`src/rtl/lpse_pkg.sv`:
```
// ============================================================================
// lpse_pkg: shared types and constants of the LED PWM slot encoder
// Item and result structs, the slot command queued between front and back,
// configuration register codes and reset values.
// ============================================================================
`timescale 1ns / 1ps

package lpse_pkg;

    // Bits sent per pixel slot
    localparam int BITS_PER_PIXEL = 24;
    localparam int BIT_CNT_W      = $clog2(BITS_PER_PIXEL);

    // Slot command queue
    localparam int QDEPTH  = 2;
    localparam int QPTR_W  = (QDEPTH > 1) ? $clog2(QDEPTH) : 1;
    localparam int QCNT_W  = $clog2(QDEPTH + 1);

    // Configuration port
    localparam int CFG_IDX_W  = 2;
    localparam int CFG_DATA_W = 9;

    localparam logic [CFG_IDX_W-1:0] REG_LED_COUNT = 2'd0;
    localparam logic [CFG_IDX_W-1:0] REG_ONE_DUTY  = 2'd1;
    localparam logic [CFG_IDX_W-1:0] REG_ZERO_DUTY = 2'd2;

    localparam logic [8:0] LED_COUNT_RST = 9'd256;
    localparam logic [7:0] ONE_DUTY_RST  = 8'd49;
    localparam logic [7:0] ZERO_DUTY_RST = 8'd20;

    // Request kinds
    localparam logic REQ_WRITE = 1'b0;
    localparam logic REQ_SLOT  = 1'b1;

    typedef struct packed {
        logic       req_type;
        logic [7:0] pixel_index;
        logic [7:0] red;
        logic [7:0] green;
        logic [7:0] blue;
    } in_item_t;

    typedef struct packed {
        logic [7:0] duty_value;
        logic       is_gap;
        logic       last_of_slot;
    } out_item_t;

    typedef struct packed {
        logic [8:0] led_count;
        logic [7:0] one_duty;
        logic [7:0] zero_duty;
    } cfg_t;

    // One slot of work: gap flag and the color bits in send order
    typedef struct packed {
        logic                      gap;
        logic [BITS_PER_PIXEL-1:0] bits;
    } slot_cmd_t;

    typedef struct packed {
        logic              valid;
        logic [QCNT_W-1:0] count;
    } q_status_t;

endpackage

```
`src/rtl/lpse_back.sv`:
```
// ============================================================================
// lpse_back: slot serializer
// Turns one slot command into 24 duty values, one per cycle while the
// receiver is ready, into a registered output stage.
// ============================================================================
`timescale 1ns / 1ps

module lpse_back (
    input  logic                    clk,
    input  logic                    rst_n,
    input  lpse_pkg::cfg_t          cfg,
    input  lpse_pkg::q_status_t     q_status,
    input  lpse_pkg::slot_cmd_t     head,
    output logic                    pop,
    output logic                    result_valid,
    input  logic                    result_ready,
    output lpse_pkg::out_item_t     result
);
    import lpse_pkg::*;

    logic                      busy_reg, busy_next;
    logic [BIT_CNT_W-1:0]      cnt_reg, cnt_next;
    logic                      gap_reg, gap_next;
    logic [BITS_PER_PIXEL-1:0] shift_reg, shift_next;
    logic                      out_valid_reg, out_valid_next;
    out_item_t                 out_reg, out_next;

    logic advance;
    logic last;

    assign advance = busy_reg && (!out_valid_reg || result_ready);
    assign last    = (cnt_reg == BIT_CNT_W'(BITS_PER_PIXEL - 1));
    assign pop     = q_status.valid && (!busy_reg || (advance && last));

    // One bit period per stall-free cycle, next slot loaded on the last one
    always_comb
    begin
        busy_next      = busy_reg;
        cnt_next       = cnt_reg;
        gap_next       = gap_reg;
        shift_next     = shift_reg;
        out_valid_next = out_valid_reg;
        out_next       = out_reg;

        if (advance)
        begin
            out_valid_next        = 1'b1;
            out_next.duty_value   = gap_reg ? 8'd0 :
                                    (shift_reg[BITS_PER_PIXEL-1] ? cfg.one_duty
                                                                 : cfg.zero_duty);
            out_next.is_gap       = gap_reg;
            out_next.last_of_slot = last;
            shift_next            = {shift_reg[BITS_PER_PIXEL-2:0], 1'b0};
            cnt_next              = cnt_reg + BIT_CNT_W'(1);
            if (last)
            begin
                busy_next = 1'b0;
            end
        end
        else if (out_valid_reg && result_ready)
        begin
            out_valid_next = 1'b0;
        end

        if (pop)
        begin
            busy_next  = 1'b1;
            cnt_next   = '0;
            gap_next   = head.gap;
            shift_next = head.bits;
        end
    end

    always_ff @(posedge clk or negedge rst_n)
    begin
        if (!rst_n)
        begin
            busy_reg      <= 1'b0;
            cnt_reg       <= '0;
            out_valid_reg <= 1'b0;
        end
        else
        begin
            busy_reg      <= busy_next;
            cnt_reg       <= cnt_next;
            out_valid_reg <= out_valid_next;
        end
    end

    always_ff @(posedge clk)
    begin
        gap_reg   <= gap_next;
        shift_reg <= shift_next;
        out_reg   <= out_next;
    end

    assign result_valid = out_valid_reg;
    assign result       = out_reg;

    // Gap periods always carry a zero duty
    a_gap_zero: assert property (@(posedge clk) disable iff (!rst_n)
        (out_valid_reg && out_reg.is_gap) |-> (out_reg.duty_value == 8'd0))
        else $error("gap period with nonzero duty");

    // Bit counter stays within one slot
    a_cnt_range: assert property (@(posedge clk) disable iff (!rst_n)
        busy_reg |-> (cnt_reg < BIT_CNT_W'(BITS_PER_PIXEL)))
        else $error("bit counter beyond slot length");

    // A finished slot is followed by an idle back or a fresh slot
    a_slot_end: assert property (@(posedge clk) disable iff (!rst_n)
        (advance && last && !pop) |=> !busy_reg)
        else $error("serializer still busy after last period");

endmodule

```
`config.mk`:
```
export PLATFORM = sky130hd
export DESIGN_NAME = lpse_back
export DESIGN_NICKNAME = d
export VERILOG_FILES = /design/src/rtl/lpse_pkg.sv /design/src/rtl/lpse_back.sv
export SDC_FILE = /design/constraint.sdc
export NUM_CORES = 1
export LEC_CHECK = 0
export ABC_CLOCK_PERIOD_IN_PS = 5300
export BUFFER_PORTS_ARGS = -buffer_cell sky130_fd_sc_hd__buf_2
export CAP_MARGIN = 20
export CORE_UTILIZATION = 50
export CTS_CLUSTER_SIZE = 12
export DETAILED_ROUTE_END_ITERATION = 6
export PLACE_DENSITY_LB_ADDON = 0.15
export SETUP_SLACK_MARGIN = 0.02
export SLEW_MARGIN = 25
export SYNTH_ARGS = -nofsm -noshare
export SYNTH_HDL_FRONTEND = slang
export SYNTH_SLANG_ARGS = --single-unit
```
`constraint.sdc`:
```
create_clock -name clk -period 5.3 [get_ports clk]
set_input_delay 0.53 -clock clk [delete_from_list [all_inputs] [get_ports clk]]
set_output_delay 0.53 -clock clk [all_outputs]
set_load 0.1 [all_outputs]
```
==> impl_metrics.yaml, run 1 <==
route:
  ant_nets: 0
  drt-total-wl_mm: 3.282
  vias: 1165
  dr.pass1.iters: 4
  drc: 0
  via_per_inst: 5.022
  drt-initial-drc-count: 47
  wl_per_cell_um: 14.15
logic_synthesis:
  avgSynthCellArea_um2: 15.73
  syn_inst: 124
  ys.flop_type: "edfxtp_1"
  synth_top_area_cell: "edfxtp_1"
  synth-edff-count: 35
  synth_nets: 181
  ys_ff_latch: 42
  synth_warnings: 0
  seq_area_frac_synth: 0.6286
  synth_top_area_share: 0.5388
  syn_area_um2: 1951
  synth_area_leaders: "edfxtp_1 54%, mux2_4 15%, dfrtp_1 9.0%, mux2i_1 4.1%, mux2_2 2.3%"
  synth.distinct_cells: 29
  async_reset_ff_frac: 0.1667
cts:
  clockBufferDepth: 2
  root_buffer: "clkbuf_8"
  clk_pin_slew_ns: 0.08
  cts_setup_buffers: 0
  insertion_delay_ns: 0.29
  htreeDepth: 2
  cts_tree: "done"
  cts_inserted_buffers: 5
  cts_hold_buf: 0
  cts_resized: 0
  cts_sinks: 42
global_route:
  grt_pass1_wl_mm: 5.388
  antenna_found_initial: 0
  grt_pass1_vias: 1204
  grt_max_degree: 25
  grt_usage: 0.1737
  grt-ovfl-total: 0
critical_path:
  slowest_delay_ns: 0.45
  ff2ff_setup_slack_ns: 3.23
  cpMaxStageDelayCell: "buf_2"
  cp_max_fo: 24
  r2r_start: "cnt_reg[0]"
  crit_type: "flip-flop to output port"
  r2r_cells: 5
  start_kind: "flip-flop"
  critPathCaptureType: "output port"
  worstPathCellList: "ha_1, nand2_2, o31ai_4, nand2_4, inv_1, buf_2"
  cp.arrival_ns: 2.35
  r2r-end: "shift_reg[19]"
  required_ns: 4.77
place:
  numPortBuffers: 56
  place_hpwl_mm: 2.398
  place.gp.congestion: 0.7283
  dp_cells: 224
die:
  io_pins: 68
  coreArea_um2: 3689
  fp.dieW_um: 64.46
  row_count: 22
  fp.dieH_um: 64.46
  start_util: 0.5288
  fp.dieArea_um2: 4155
cells_and_area:
  largest_reg_flops: 24
  final_core_util: 0.6381
  drive_above_1_share: 0.5000
  nNetsFinal: 240
  instances_no_fill: 232
  multi_input_area_um2: 683.2
  final_cell_mix: "56 x buf_2, 35 x edfxtp_1, 19 x mux2_4, 11 x nor2_1, 8 x mux2i_1"
  final_common_cell: "buf_2"
  fillers: 309
  areaGrowthSynthToFinish_pct: 20.65
  seq_area_um2: 1226
  diodes: 0
sta:
  period_share: 0.5428
  fin_crit_ns: 2.877
  tns_ns: 0
  relSlewSlack: 0.6169
  slew_violations: 0
  clock_skew_ns: 0.005715
  grt_setup_unrepaired: "false"
  max_freq_ghz: 0.3476
  setup_viol: 0
  worstMarginPinSlew_ns: 0.5746
  hold_violations: 0
pwr:
  ir_drop_v: 0.0002193
  power_density_nw_per_um2: 436.7
  p_leak_nw: 1.069
run_status:
  run_status: "complete, no violations"
min_path:
  hp-class: "primary input to async pin"
run:
  max_cap_viol_count: 0
## metal layers
metal	track usage	routed length [µm]	vias to the layer above
li1	-	-	573
met1	0.2229	1409	555
met2	0.2921	1703	32
met3	0.03697	138	5
met4	0.05833	31	0
met5	0	0	-
## worst max-delay path by stage
stage / startpoint / end / slack (ns)
global route: cnt_reg[0] / pop / 2.28
detailed placement: result_ready / pop / 2.71
CTS: cnt_reg[0] / pop / 2.41
finish: cnt_reg[0] / pop / 2.42
global placement: result_ready / pop / 2.75
floorplan: result_valid / shift_reg[0] / 2.55
## stage by stage
stage	setup WS [ns]	area, µm²	power, mW	hold WS [ns]
floorplan	2.547	1951	0.7763	0.2344
global placement	2.754	2268	0.8252	0.3717
detailed placement	2.707	2268	0.8417	0.3750
CTS	2.405	2354	1.036	0.06063
global route	2.283	2354	1.080	0.06362
finish	2.423	2354	1.028	0.06029
## worst max-delay path, delay by kind of cell (launching register included)
| family | cells | cell delay (ns) |
|---|---|---|
| buf+inv | 2 | 0.66 |
| simple gates | 2 | 0.41 |
| flops | 1 | 0.41 |
| compound gates | 1 | 0.35 |
| fa+ha+maj | 1 | 0.22 |
## where the power goes
| group | switching, mW | internal, mW |
|---|---|---|
| sequential | 0.0479 | 0.457 |
| combinational | 0.191 | 0.138 |
| clock | 0.104 | 0.0901 |
## Yosys cell counts (2+ instances only)
library cell,count
a221oi_1,2
nand2b_1,3
mux2_4,19
mux2_2,4
a21o_1,2
clkbuf_1,2
buf_6,2
edfxtp_1,35
nand2_1,5
inv_1,3
nor2_1,11
nor3_1,2
o21ai_0,5
mux2i_1,8
dfrtp_1,7
## logic make-up (layout without fill, tap and decap cells)
group / count (synthesis) / count (layout) / share of synthesized area
xor+xnor: 1 / 1 / 0.004491
flops: 42 / 42 / 0.6286
buf+inv: 8 / 68 / 0.02309
compound gates: 14 / 14 / 0.05580
mux: 31 / 31 / 0.2104
simple gates: 27 / 27 / 0.07121
fa+ha+maj: 1 / 1 / 0.006413
## final cells by class
cell class,count,share of cell area
well taps,48,0.02552
flip-flops and latches,42,0.5210
clock inverters,3,0.006911
clock buffers,5,0.02924
inverters,3,0.004785
repair buffers,57,0.1223
multi-input cells,74,0.2903
Note: power is estimated with default switching activity, not from simulation.
==> run 2: changes to the inputs <==
Settings changed: ABC_CLOCK_PERIOD_IN_PS 5300 to 2400, CORE_UTILIZATION 50 to 44.
Clock period 5.3 ns to 2.4 ns, I/O delays scaled along.
==> impl_metrics.yaml, run 2 (synthesis gave the netlist of run 1 again) <==
run_status:
  run_status: "complete, no violations"
cells_and_area:
  largest_reg_flops: 24
  final_common_cell: "buf_2"
  multi_input_area_um2: 691.9
  fillers: 342
  diodes: 0
  seq_area_um2: 1227
  areaGrowthSynthToFinish_pct: 24.25
  final_core_util: 0.5889
  final_cell_mix: "55 x buf_2, 35 x edfxtp_1, 19 x mux2_4, 11 x nor2_1, 8 x mux2i_1"
  nNetsFinal: 242
  drive_above_1_share: 0.5054
sta:
  grt_setup_unrepaired: "false"
  clock_skew_ns: 0.002944
  max_freq_ghz: 0.4382
  period_share: 0.9509
  hold_violations: 0
  worstMarginPinSlew_ns: 0.5632
  tns_ns: 0
  fin_crit_ns: 2.282
  setup_viol: 0
  slew_violations: 0
  relSlewSlack: 0.6246
route:
  drt-initial-drc-count: 48
  vias: 1158
  via_per_inst: 4.907
  drc: 0
  wl_per_cell_um: 14.33
  ant_nets: 0
  drt-total-wl_mm: 3.383
  dr.pass1.iters: 4
critical_path:
  cp.depth: 6
  ff2ff_setup_slack_ns: 0.39
  critPathBufInv: 2
  r2r_start: "cnt_reg[0]"
  cpLargestDelayFamily: "flip-flops"
  cp.arrival_ns: 2.04
  start_kind: "flip-flop"
  required_ns: 2.16
  crit_type: "flip-flop to output port"
  worstPathCellList: "ha_1, nand2_2, o31ai_4, nand2_8, clkinvlp_4, buf_12"
  cpMaxStageDelayCell: "dfrtp_1"
  slowest_delay_ns: 0.42
  critPathCaptureType: "output port"
  r2r_cells: 5
  cp_max_fo: 24
  r2r-end: "shift_reg[11]"
cts:
  root_buffer: "clkbuf_8"
  cts_inserted_buffers: 5
  clk_pin_slew_ns: 0.07
  cts_tree: "done"
  clockBufferDepth: 2
  htreeDepth: 2
  insertion_delay_ns: 0.28
  cts_sinks: 42
pwr:
  combPwrFrac: 0.314
  p_clk_frac: 0.220
  power_density_nw_per_um2: 987.5
  p_sw_uw: 761.8
  swShare: 0.3183
  power.internal_mw: 1.632
  ir_drop_v: 0.0005016
  pwr-share-seq: 0.465
  p_leak_nw: 1.075
die:
  fp.dieArea_um2: 4703
  start_util: 0.4740
  coreArea_um2: 4115
  io_pins: 68
  fp.dieW_um: 68.58
  fp.dieH_um: 68.58
  row_count: 23
global_route:
  grt_pass1_wl_mm: 5.244
  grt_max_degree: 25
  grt-ovfl-total: 0
  grt_pass1_vias: 1138
  grt_usage: 0.1568
  antenna_found_initial: 0
min_path:
  hold_depth: 1
  hold_end: "gap_reg"
  min-delay-start: "head[24]"
  hp-class: "primary input to flip-flop"
run:
  max_cap_viol_count: 0
place:
  numPortBuffers: 56
  place_hpwl_mm: 2.398
  place.gp.congestion: 0.8427
## run 2: cell count changes in the layout (fill, tap and decap cells not counted), sizes merged
cell and change:
inv -1, bufinv +1, clkbuf +1, clkinv -1, dlygate4sd3 +1, buf +1
## run 2: routing by layer
metal,vias to the layer above,routed length (µm),track usage
met5,-,0,0
met1,540,1538,0.2017
li1,582,-,-
met3,4,173,0.03618
met4,0,32,0.05469
met2,32,1638,0.2586
## run 2: worst max path at each step
stage / startpoint / end / slack, ns
2_1_floorplan: result_valid / gap_reg / 0.02
3_3_place_gp: cnt_reg[0] / shift_reg[20] / 0.38
3_5_place_dp: cnt_reg[0] / pop / 0.35
4_1_cts: cnt_reg[0] / pop / 0.09
5_1_grt: cnt_reg[0] / pop / 0.03
6_report: cnt_reg[0] / pop / 0.12
## run 2: timing repair
action,CTS,global route
resized for setup,1,0
setup buffers,0,0
endpoints found under the setup margin,1,1
endpoints found under the hold margin,7,0
pin swaps,0,1
hold buffers,1,0
## run 2: area by class of cell
class                      instances  share of cell area
sequential                        42              0.5065
multi-input combinational         74              0.2855
timing repair buffer              59              0.1322
inverter                           3            0.006195
clock inverter                     2             0.01394
clock buffer                       6             0.02994
tap                               50             0.02581
## run 2: stage by stage
| stage | power, mW | hold WS, ns | setup WS, ns | area [µm²] | instances |
|---|---|---|---|---|---|
| after detailed placement | 1.870 | 0.08990 | 0.3457 | 2298 | 227 |
| after floorplan | 1.717 | -0.05559 | 0.02105 | 1959 | 124 |
| after global placement | 1.838 | 0.08571 | 0.3782 | 2298 | 227 |
| final | 2.393 | 0.1344 | 0.1178 | 2424 | 236 |
| after CTS | 2.408 | 0.1295 | 0.08792 | 2424 | 236 |
| after global routing | 2.504 | 0.1376 | 0.02918 | 2424 | 236 |
## run 2: power by group through the flow
stage	Combinational, mW	Clock [mW]	Sequential [mW]
after floorplan	0.441	0	1.28
after global placement	0.721	0	1.12
after detailed placement	0.742	0	1.13
after CTS	0.753	0.541	1.11
after global routing	0.807	0.563	1.13
final	0.752	0.528	1.11
