[src/rtl/lpse_pkg.sv]
// ============================================================================
// lpse_pkg: shared types and constants of the LED PWM slot encoder
// Item and result structs, the slot command queued between front and back,
// configuration register codes and reset values.
// ============================================================================
`timescale 1ns / 1ps

package lpse_pkg;

    // Bits sent per pixel slot
    localparam int BITS_PER_PIXEL = 24;
    localparam int BIT_CNT_W      = $clog2(BITS_PER_PIXEL);

    // Slot command queue
    localparam int QDEPTH  = 2;
    localparam int QPTR_W  = (QDEPTH > 1) ? $clog2(QDEPTH) : 1;
    localparam int QCNT_W  = $clog2(QDEPTH + 1);

    // Configuration port
    localparam int CFG_IDX_W  = 2;
    localparam int CFG_DATA_W = 9;

    localparam logic [CFG_IDX_W-1:0] REG_LED_COUNT = 2'd0;
    localparam logic [CFG_IDX_W-1:0] REG_ONE_DUTY  = 2'd1;
    localparam logic [CFG_IDX_W-1:0] REG_ZERO_DUTY = 2'd2;

    localparam logic [8:0] LED_COUNT_RST = 9'd256;
    localparam logic [7:0] ONE_DUTY_RST  = 8'd49;
    localparam logic [7:0] ZERO_DUTY_RST = 8'd20;

    // Request kinds
    localparam logic REQ_WRITE = 1'b0;
    localparam logic REQ_SLOT  = 1'b1;

    typedef struct packed {
        logic       req_type;
        logic [7:0] pixel_index;
        logic [7:0] red;
        logic [7:0] green;
        logic [7:0] blue;
    } in_item_t;

    typedef struct packed {
        logic [7:0] duty_value;
        logic       is_gap;
        logic       last_of_slot;
    } out_item_t;

    typedef struct packed {
        logic [8:0] led_count;
        logic [7:0] one_duty;
        logic [7:0] zero_duty;
    } cfg_t;

    // One slot of work: gap flag and the color bits in send order
    typedef struct packed {
        logic                      gap;
        logic [BITS_PER_PIXEL-1:0] bits;
    } slot_cmd_t;

    typedef struct packed {
        logic              valid;
        logic [QCNT_W-1:0] count;
    } q_status_t;

endpackage

[src/rtl/lpse_queue.sv]
// ============================================================================
// lpse_queue: slot command queue
// Short FIFO between the front and the back so each side can stall alone.
// ============================================================================
`timescale 1ns / 1ps

module lpse_queue (
    input  logic                    clk,
    input  logic                    rst_n,
    input  logic                    push,
    input  lpse_pkg::slot_cmd_t     push_cmd,
    input  logic                    pop,
    output lpse_pkg::slot_cmd_t     head,
    output lpse_pkg::q_status_t     q_status
);
    import lpse_pkg::*;

    slot_cmd_t           entry_reg [QDEPTH];
    logic [QPTR_W-1:0]   wr_ptr_reg, wr_ptr_next;
    logic [QPTR_W-1:0]   rd_ptr_reg, rd_ptr_next;
    logic [QCNT_W-1:0]   count_reg, count_next;

    // Advance pointers and fill level
    always_comb
    begin
        wr_ptr_next = wr_ptr_reg;
        rd_ptr_next = rd_ptr_reg;
        count_next  = count_reg;
        if (push)
        begin
            wr_ptr_next = (wr_ptr_reg == QPTR_W'(QDEPTH - 1)) ? '0 : wr_ptr_reg + QPTR_W'(1);
        end
        if (pop)
        begin
            rd_ptr_next = (rd_ptr_reg == QPTR_W'(QDEPTH - 1)) ? '0 : rd_ptr_reg + QPTR_W'(1);
        end
        case ({push, pop})
            2'b10:   count_next = count_reg + QCNT_W'(1);
            2'b01:   count_next = count_reg - QCNT_W'(1);
            default: count_next = count_reg;
        endcase
    end

    always_ff @(posedge clk or negedge rst_n)
    begin
        if (!rst_n)
        begin
            wr_ptr_reg <= '0;
            rd_ptr_reg <= '0;
            count_reg  <= '0;
        end
        else
        begin
            wr_ptr_reg <= wr_ptr_next;
            rd_ptr_reg <= rd_ptr_next;
            count_reg  <= count_next;
        end
    end

    // Store pushed commands
    always_ff @(posedge clk)
    begin
        if (push)
        begin
            entry_reg[wr_ptr_reg] <= push_cmd;
        end
    end

    assign head           = entry_reg[rd_ptr_reg];
    assign q_status.valid = (count_reg != '0);
    assign q_status.count = count_reg;

    // Fill level stays within the queue depth
    a_count_range: assert property (@(posedge clk) disable iff (!rst_n)
        count_reg <= QCNT_W'(QDEPTH))
        else $error("slot queue overflow");

endmodule

[config.mk]
export PLATFORM = sky130hd
export DESIGN_NAME = lpse_queue
export DESIGN_NICKNAME = d
export VERILOG_FILES = /design/src/rtl/lpse_pkg.sv /design/src/rtl/lpse_queue.sv
export SDC_FILE = /design/constraint.sdc
export NUM_CORES = 1
export LEC_CHECK = 0
export BUFFER_PORTS_ARGS = -buffer_cell sky130_fd_sc_hd__buf_2
export CAP_MARGIN = 20
export CORE_ASPECT_RATIO = 1.5
export CORE_MARGIN = 2
export CORE_UTILIZATION = 34
export CTS_CLUSTER_SIZE = 40
export DETAILED_ROUTE_END_ITERATION = 16
export PLACE_DENSITY = 0.53
export SYNTH_ARGS = -nofsm -noshare
export SYNTH_HDL_FRONTEND = slang
export SYNTH_SLANG_ARGS = --single-unit
[constraint.sdc]
create_clock -name clk -period 2.35 [get_ports clk]
set_input_delay 0 -clock clk [delete_from_list [all_inputs] [get_ports clk]]
set_output_delay 0 -clock clk [all_outputs]
set_load 0.005 [all_outputs]
==> results of run 1 <==
[layout make-up]
| class | count | share of cell area (%) |
|---|---|---|
| multi-input combinational | 35 | 15.21 |
| tap | 74 | 3.263 |
| timing repair buffer | 89 | 21.08 |
| clock inverter | 2 | 1.323 |
| clock buffer | 6 | 2.557 |
| inverter | 1 | 0.1323 |
| sequential | 54 | 56.44 |
[per-stage QoR]
stage,total power (uW),cell area [um2],std cells,setup WS [ns]
floorplan,2007,2086,93,0.4729
global placement,2252,2447,225,0.9316
detailed placement,2284,2447,225,0.8777
global route,3030,2838,261,0.7848
finish,2874,2838,261,0.8936
CTS,2915,2838,261,0.8735
[layer usage]
layer | wire length (um) | track usage [%]
met4 | 107 | 5.692
met1 | 1339 | 11.27
met5 | 0 | 0
met2 | 1914 | 20.16
met3 | 188 | 2.915
[worst paths after layout]
check,from,slack [ns],end
max,wr_ptr_reg$_DFFE_PN0P_,0.89,entry_reg[1][6]$_DFFE_PP_
max in group asynchronous,rst_n,2.19,rd_ptr_reg$_DFFE_PN0P_
min,rst_n,0.04,count_reg[0]$_DFFE_PN0P_
min in group clk,push_cmd[0],0.43,entry_reg[1][0]$_DFFE_PP_
max reg2reg,wr_ptr_reg$_DFFE_PN0P_,0.89,entry_reg[1][6]$_DFFE_PP_
min reg2reg,count_reg[1]$_DFFE_PN0P_,0.50,count_reg[1]$_DFFE_PN0P_
[worst reg2reg max path, delay by kind of cell, from the launching register on]
family / cells / cell delay [ns]
and+or+nand+nor: 1 / 0.41
DFF: 1 / 0.39
buffers and inverters: 1 / 0.34
[Yosys cell counts]
cell type	n	area share, %
edfxtp_1	50	72
mux2_4	19	14
mux2_2	6	3.2
dfrtp_1	4	4.8
xor2_1	3	1.3
buf_12	2	1.9
nor2_1	2	0.36
xnor2_1	2	0.84
and2_1	1	0.30
buf_6	1	0.54
ha_1	1	0.60
inv_1	1	0.18
or2_2	1	0.30
[what timing repair did]
item / 4_1_cts / 5_1_grt
hold endpoints to repair: 56 / 0
endpoints found under the setup margin: 0 / 0
buffers inserted: 0 / 0
hold buffers: 28 / 0
[cell families after synthesis]
| family | after synthesis |
|---|---|
| buf+inv | 4 |
| mux | 25 |
| flops | 54 |
| xor+xnor | 5 |
| fa+ha+maj | 1 |
| simple gates | 4 |
[where the power goes]
group / internal (uW) / switching, uW / total, uW
combinational: 532 / 398 / 930
sequential: 1280 / 69.6 / 1350
clock: 318 / 274 / 592
==> flow_metrics.py, run 1 <==
metrics = {
    "outcome": {
        "status": "finished clean",
    },
    "critical_path": {
        "crit_buf_inv": 1,
        "crit_cells": 2,
        "crit_family": "simple AND/OR/NAND/NOR gates",
        "path_cells": "and2_1 > buf_4",
        "critPathMaxFanout": 16,
        "critical_path_class": "reg -> reg",
        "crit_path_end_kind": "register",
        "cp_slowest_cell": "and2_1",
        "arrival_ns": 1.44,
        "cp-start-kind": "register",
        "max_stage_delay_ns": 0.41,
        "cp.required_ns": 2.34,
        "ff2ff_path_depth": 2,
    },
    "yosys": {
        "postSynthRegisterBits": 54,
        "synth_cell_types": 13,
        "synthAdderAreaFrac_pct": 0.5999,
        "avgSynthCellArea_um2": 22.43,
        "synth_xor_area_share_pct": 2.100,
        "netlist_area_um2": 2086,
        "synth_fp_nets": 123,
        "synthCells": 93,
        "yosysWarnings": 0,
        "yosysSeqAreaShare_pct": 76.78,
        "synth_compound_area_share_pct": 0,
        "synth_top_family_by_area": "multiplexers",
        "yosys.area_share.simple_pct": 0.9598,
        "muxShareOfSynthArea_pct": 16.92,
    },
    "placed_design": {
        "numPortBuffers": 56,
        "dp_hpwl_um": 2470,
        "place.gp.congestion": 0.6196,
    },
    "floorplan": {
        "core_um2": 6043,
        "io_pins": 57,
        "rows": 35,
        "die_y_um": 99.93,
        "die_area_um2": 6790,
        "die_w_um": 67.95,
        "initial_core_util_pct": 34.51,
    },
    "finish": {
        "fill_cells": 549,
        "final_common_cell": "buf_2",
        "layout.area.seq_um2": 1602,
        "post_route_cells_drive_above_1_share_pct": 50.80,
        "finish.utilization_pct": 46.96,
        "layout_common_cells": "buf_2, edfxtp_1, dlygate4sd3_1",
        "nNetsFinal": 216,
        "multi_input_area_um2": 431.7,
        "area_delta_synth_final_pct": 36.05,
        "diodes": 0,
        "largest_reg_flops": 50,
    },
    "timing": {
        "grt_setup_unrepaired": "false",
        "slew_headroom_pct": 71.09,
        "slew_viol_final": 0,
        "post-route-min-period_ns": 1.456,
        "tightest_slew_ns": 0.4336,
        "finalHoldViolCount": 0,
        "hold_ws_ns": 0.03834,
        "timing.fmax_mhz": 686.6,
        "tns_ns": 0,
        "setup_viol": 0,
        "fin_crit_sh_pct": 61.98,
        "fin_skew_ns": 0.008558,
    },
    "flow_run": {
        "drv_cap": 0,
    },
    "clock_tree": {
        "cts.sinks": 54,
        "numCtsBuffers": 5,
        "clkSlewWorstSetupHoldPaths_ns": 0.08,
        "root_buffer": "clkbuf_8",
        "post_cts_resized": 0,
        "h-tree-depth": 2,
        "insertion_delay_ns": 0.30,
        "cts_tree": "done",
        "cts_buffer_depth": 2,
    },
    "pwr": {
        "p_per_area_nw_per_um2": 1013,
        "leakagePower_uw": 0.001148,
        "ir_drop_mv": 0.6864,
    },
    "grt": {
        "grt_overflow_total": 0,
        "grt_use_total_pct": 11.15,
        "grt_pass1_wl_um": 5526,
        "grt_max_degree": 18,
        "antenna_found_initial": 0,
        "grt_pass1_vias": 1238,
    },
    "route": {
        "drtPass1Iterations": 3,
        "detail_route.vias_per_cell": 4.284,
        "antenna_left": 0,
        "drt_iter0_drc": 38,
        "drc_errors": 0,
        "drt-total-wl_um": 3549,
        "vias": 1118,
        "wl_per_cell_um": 13.60,
    },
    "worst_hold_path": {
        "hp-class": "in -> async",
    },
}
Power figures use the tool's default switching activity.
==> inputs of run 2 (changes only) <==
--- a/config.mk
+++ b/config.mk
@@ -5,6 +5,7 @@
 export SDC_FILE = /design/constraint.sdc
 export NUM_CORES = 1
 export LEC_CHECK = 0
+export ABC_AREA = 1
 export BUFFER_PORTS_ARGS = -buffer_cell sky130_fd_sc_hd__buf_2
 export CAP_MARGIN = 20
 export CORE_ASPECT_RATIO = 1.5
@@ -12,7 +13,7 @@
 export CORE_UTILIZATION = 34
 export CTS_CLUSTER_SIZE = 40
 export DETAILED_ROUTE_END_ITERATION = 16
-export PLACE_DENSITY = 0.53
+export PLACE_DENSITY = 0.54
 export SYNTH_ARGS = -nofsm -noshare
 export SYNTH_HDL_FRONTEND = slang
 export SYNTH_SLANG_ARGS = --single-unit
==> constraint.sdc (replaced) <==
create_clock -name clk -period 1.3 [get_ports clk]
set_input_delay 0 -clock clk [delete_from_list [all_inputs] [get_ports clk]]
set_output_delay 0 -clock clk [all_outputs]
set_load 0.005 [all_outputs]
==> run 2 against run 1 <==
  * Final area rose by 3.0%
  * Global-route usage up 0.15 points
  * Total power grew 81%
  * Combinational power increased by 100%
  * Synthesized cell count rose by 66%
  * Synthesized area is 5.5% higher
  * Clock-buffer cell count is 1 lower
  * First-iteration DRC count grew 13%
  * Worst setup slack got worse by 0.86 ns
  * Critical path type is now reg -> out
  * Critical endpoint is now head[23]
==> flow_metrics.py, run 2 <==
metrics = {
    "timing": {
        "tns_ns": 0,
        "fin_crit_sh_pct": 97.36,
        "tightest_slew_ns": 0.2182,
        "layout_setup_ws_ns": 0.03431,
        "timing.fmax_mhz": 790.1,
        "slew_headroom_pct": 85.46,
        "setup_viol": 0,
        "post-route-min-period_ns": 1.266,
        "fin_skew_ns": 0.006039,
        "finalHoldViolCount": 0,
        "slew_viol_final": 0,
        "grt_setup_unrepaired": "true",
    },
    "critical_path": {
        "path_cells": "buf_12 > nand2_1 > o21ai_2 > buf_2",
        "crit_buf_inv": 2,
        "crit_path_end_kind": "primary output",
        "max_stage_delay_ns": 0.40,
        "critical_path_class": "reg -> out",
        "cp_slowest_cell": "dfrtp_2",
        "rrSetupSlack_ns": 0.16,
        "critPathMaxFanout": 40,
        "crit_family": "flip-flops",
        "cp.required_ns": 1.30,
        "arrival_ns": 1.27,
        "cp-start-kind": "register",
    },
    "yosys": {
        "netlist_area_um2": 2201,
        "yosys.area.top_type_share_pct": 68.22,
        "synth_area_leaders": "edfxtp_1, o21ai_2, inv_1",
        "yosysSeqAreaShare_pct": 72.77,
        "yosysWarnings": 0,
        "synth_fp_nets": 184,
        "synth_cell_types": 13,
        "postSynthRegisterBits": 54,
        "ys_async_sr_fraction_pct": 7.407,
        "avgSynthCellArea_um2": 14.29,
        "synth_commonest_cells": "edfxtp_1, inv_1, nand2_1",
        "yosys.area.top_type": "edfxtp_1",
        "synth_edf_count": 50,
        "synth_ff_type": "edfxtp_1",
        "synth.most_common_cell": "edfxtp_1",
        "synthCells": 154,
    },
    "route": {
        "drt_iter0_drc": 43,
        "drc_errors": 0,
        "drtPass1Iterations": 4,
        "antenna_left": 0,
        "drt-total-wl_um": 3742,
        "detail_route.vias_per_cell": 4.334,
        "vias": 1387,
        "wl_per_cell_um": 11.69,
    },
    "clock_tree": {
        "clkSlewWorstSetupHoldPaths_ns": 0.09,
        "cts_buffer_depth": 2,
        "post_cts_resized": 0,
        "insertion_delay_ns": 0.30,
        "numCtsBuffers": 5,
        "post_cts_buffers": 0,
        "cts_tree": "done",
        "h-tree-depth": 2,
        "root_buffer": "clkbuf_8",
        "cts.sinks": 54,
    },
    "grt": {
        "grt_overflow_total": 0,
        "grt_use_total_pct": 11.30,
        "antenna_found_initial": 0,
        "grt_pass1_vias": 1348,
        "grt_pass1_wl_um": 6072,
        "grt_max_degree": 41,
    },
    "finish": {
        "area_delta_synth_final_pct": 32.86,
        "multi_input_area_um2": 396.6,
        "post_route_cells_drive_above_1_share_pct": 39.02,
        "layout.area.seq_um2": 1603,
        "final_common_cell": "buf_2",
        "fill_cells": 595,
        "largest_reg_flops": 50,
        "layout_common_cells": "buf_2, edfxtp_1, inv_1, nand2_1, dlygate4sd3_1",
        "diodes": 0,
        "nNetsFinal": 275,
    },
    "floorplan": {
        "io_pins": 57,
        "die_area_um2": 7146,
        "die_y_um": 102.5,
        "rows": 35,
        "die_w_um": 69.69,
        "initial_core_util_pct": 35.39,
        "core_um2": 6218,
    },
    "placed_design": {
        "numPortBuffers": 56,
        "dp_hpwl_um": 2558,
        "place.gp.congestion": 0.7042,
        "dp_worst_setup_slack_ns": 0.1649,
    },
    "flow_run": {
        "drv_cap": 0,
    },
    "outcome": {
        "status": "finished clean",
    },
    "pwr": {
        "p_per_area_nw_per_um2": 1780,
        "ir_drop_mv": 1.093,
        "leakagePower_uw": 0.001265,
    },
    "worst_hold_path": {
        "hp-class": "in -> async",
    },
}
==> run 2: final cells by class <==
| type | count | share of cell area [%] |
|---|---|---|
| flip-flops and latches | 54 | 54.81 |
| repair buffers | 90 | 21.57 |
| multi-input cells | 63 | 13.56 |
| inverters | 31 | 3.979 |
| well taps | 74 | 3.166 |
| clock buffers | 5 | 2.353 |
| clock inverters | 3 | 0.5563 |
==> run 2: timing repair <==
item	4_1_cts	5_1_grt
hold endpoints to repair	56	0
hold buffers	28	0
setup endpoints to repair	0	7
==> run 2: metal layers <==
layer  GRT usage [%]  wire, um
met3           3.226       195
met5               0         0
met1           11.12      1318
met4           6.657       129
met2           21.15      2099
==> run 2: kinds of logic after synthesis <==
family | after synthesis | synth area share (%)
xor+xnor | 3 | 1.194
simple gates | 34 | 5.969
buf+inv | 37 | 9.551
compound gates | 25 | 9.949
flops | 54 | 72.77
fa+ha+maj | 1 | 0.5684
==> run 2: power breakdown <==
group,internal (uW),leakage (uW),switching (uW)
Clock,369,0.0000416,489
Combinational,854,0.000708,1050
Sequential,2320,0.000515,124
==> run 2: stage by stage <==
| step | power [uW] | hold slack [ns] | area, um2 | instances | util [%] |
|---|---|---|---|---|---|
| floorplan | 3817 | -0.2956 | 2208 | 154 | - |
| global placement | 4352 | -0.1860 | 2559 | 284 | 41.15 |
| detailed placement | 4377 | -0.1841 | 2559 | 284 | 41.15 |
| CTS | 5308 | 0.01672 | 2924 | 320 | 47.02 |
| global route | 5575 | 0.03415 | 2924 | 320 | 47.02 |
| finish | 5204 | 0.03258 | 2924 | 320 | 47.02 |
==> run 2: worst paths after layout <==
kind,startpoint,endpoint,cells past startpoint
max,rd_ptr_reg$_DFFE_PN0P_,head[23],4
min,rst_n,count_reg[0]$_DFFE_PN0P_,2
max reg2reg,wr_ptr_reg$_DFFE_PN0P_,entry_reg[0][12]$_DFFE_PP_,2
min reg2reg,count_reg[1]$_DFFE_PN0P_,count_reg[1]$_DFFE_PN0P_,2
max in group asynchronous,rst_n,rd_ptr_reg$_DFFE_PN0P_,2
min in group clk,push_cmd[13],entry_reg[0][13]$_DFFE_PP_,2
==> inputs of run 3 (changes only) <==
--- a/config.mk
+++ b/config.mk
@@ -11,6 +11,7 @@
 export CORE_ASPECT_RATIO = 1.5
 export CORE_MARGIN = 2
 export CORE_UTILIZATION = 34
+export CTS_BUF_LIST = sky130_fd_sc_hd__clkbuf_2
 export CTS_CLUSTER_SIZE = 40
 export DETAILED_ROUTE_END_ITERATION = 16
 export PLACE_DENSITY = 0.54
==> run 3 against run 2 <==
  * Worst setup slack got worse by 0.19 ns
  * The run now ends with negative setup slack left
  * Critical path depth is 1 lower
  * Critical endpoint unchanged
  * Highest routed layer unchanged
  * Global-route usage is essentially flat
  * Utilization increased by 0.14 points
  * Clock-buffer cell count unchanged
  * Critical path type unchanged
  * Cell count up 0.94%
  * Worst hold slack improved by 0.25 ns
  * Register-to-register slack worse by 0.02 ns
  * Sequential share of layout area down 0.16 points
  * Total power down 1.4%
  * Final area increased by 0.30%
  * Largest power group unchanged
  * First-iteration DRC count increased by 2.3%
  * Largest cell class unchanged
==> flow_metrics.py, run 3 (synthesis results as in run 2) <==
metrics = {
    "floorplan": {
        "io_pins": 57,
        "die_w_um": 69.69,
        "die_area_um2": 7146,
        "initial_core_util_pct": 35.39,
        "rows": 35,
        "core_um2": 6218,
        "die_y_um": 102.5,
    },
    "outcome": {
        "status": "finished, violations left",
        "violations": "negative setup slack",
    },
    "grt": {
        "met1_usage_pct": 10.93,
        "grtUsageMet2_pct": 21.08,
        "grt_pass1_wl_um": 6051,
        "use_met3_pct": 3.226,
        "grt.busiest_layer": "met2",
        "grt_use_total_pct": 11.26,
        "grt_max_degree": 41,
        "antenna_found_initial": 0,
        "grt_overflow_total": 0,
        "grt_pass1_vias": 1342,
    },
    "route": {
        "drc_errors": 0,
        "wl_per_cell_um": 12.53,
        "drt-total-wl_um": 4048,
        "vias": 1394,
        "antenna_left": 0,
        "detail_route.vias_per_cell": 4.316,
        "drtPass1Iterations": 4,
        "drt_iter0_drc": 44,
    },
    "pwr": {
        "leakagePower_uw": 0.001274,
        "p_per_area_nw_per_um2": 1750,
        "power.total_uw": 5133,
        "ir_drop_mv": 0.9217,
    },
    "timing": {
        "fin_crit_sh_pct": 112.2,
        "slew_viol_final": 0,
        "grt_setup_unrepaired": "true",
        "layout_setup_ws_ns": -0.1580,
        "tightest_slew_ns": 0.2538,
        "fin_skew_ns": 0.01851,
        "post-route-min-period_ns": 1.458,
        "finalHoldViolCount": 0,
        "timing.fmax_mhz": 685.9,
        "slew_headroom_pct": 83.08,
        "setup_viol": 25,
    },
    "critical_path": {
        "cp-start-kind": "register",
        "arrival_ns": 1.46,
        "critPathMaxFanout": 10,
        "cp_slowest_cell": "dfrtp_2",
        "crit_buf_inv": 2,
        "max_stage_delay_ns": 0.52,
        "crit_family": "flip-flops",
        "cp.required_ns": 1.30,
        "crit_path_end_kind": "primary output",
        "path_cells": "clkbuf_16 > o21ai_2 > buf_2",
        "critical_path_class": "reg -> out",
    },
    "placed_design": {
        "numPortBuffers": 56,
        "placed_area_um2": 2559,
        "dp_hpwl_um": 2558,
        "place.gp.congestion": 0.7042,
    },
    "worst_hold_path": {
        "hp-class": "in -> reg",
    },
    "clock_tree": {
        "post_cts_buffers": 0,
        "clkSlewWorstSetupHoldPaths_ns": 0.25,
        "h-tree-depth": 2,
        "insertion_delay_ns": 0.41,
        "numCtsBuffers": 5,
        "cts_tree": "done",
        "cts.sinks": 54,
        "cts_buffer_depth": 2,
        "root_buffer": "clkbuf_2",
    },
    "finish": {
        "fin_area_um2": 2933,
        "nNetsFinal": 278,
        "fill_cells": 593,
        "area_delta_synth_final_pct": 33.26,
        "largest_reg_flops": 50,
        "diodes": 0,
        "final_common_cell": "buf_2",
        "layout_common_cells": "buf_2, edfxtp_1, inv_1",
        "post_route_cells_drive_above_1_share_pct": 39.76,
        "finish.utilization_pct": 47.16,
    },
    "flow_run": {
        "drv_cap": 0,
    },
}
## run 3: final timing paths
path                                                from                         end  slack, ns  depth (start not counted)
worst min-delay path                        push_cmd[17]  entry_reg[0][17]$_DFFE_PP_       0.28                          2
worst max register to register    wr_ptr_reg$_DFFE_PN0P_  entry_reg[0][12]$_DFFE_PP_       0.14                          2
max in group asynchronous                          rst_n      rd_ptr_reg$_DFFE_PN0P_       0.67                          3
min in group asynchronous                          rst_n    count_reg[0]$_DFFE_PN0P_       0.45                          3
worst min register to register  count_reg[1]$_DFFE_PN0P_    count_reg[1]$_DFFE_PN0P_       0.53                          2
worst max-delay path              rd_ptr_reg$_DFFE_PN0P_                    head[23]      -0.16                          3
## run 3: through the flow
step / instances / hold WS, ns / setup WS, ns / setup TNS (ns)
floorplan: 154 / -0.2956 / -0.04178 / -1.044
global placement: 284 / -0.1860 / 0.1902 / 0
detailed placement: 284 / -0.1841 / 0.1649 / 0
CTS: 321 / 0.2453 / -0.1781 / -3.277
global route: 323 / 0.2411 / -0.2250 / -4.558
finish: 323 / 0.2833 / -0.1580 / -1.987
## run 3: metal layers
| metal | part of all wire, % | routed length (um) | vias up |
|---|---|---|---|
| met5 | 0 | 0 | - |
| met4 | 3.6 | 144 | 0 |
| met3 | 4.8 | 196 | 10 |
| met2 | 56 | 2259 | 33 |
| met1 | 36 | 1447 | 652 |
| li1 | - | - | 699 |
## run 3: layout make-up
type	count	area (um2)	share of cell area [%]
sequential	54	1603	54.65
timing repair buffer	93	680.7	23.21
multi-input combinational	63	399.1	13.61
inverter	31	116.4	3.968
tap	74	92.59	3.157
clock buffer	5	25.02	0.8532
clock inverter	3	16.27	0.5546
## run 3: what timing repair did
item                                    in CTS  in global routing
resized for setup                            0                  2
endpoints found under the setup margin      25                 25
hold buffers                                29                  0
hold endpoints to repair                    58                  0
gates cloned                                 0                  2
## run 3: power by group
part | leakage [uW] | switching [uW] | internal [uW]
Sequential | 0.000515 | 151 | 2310
Combinational | 0.000732 | 1110 | 966
Clock | 0.0000264 | 473 | 123
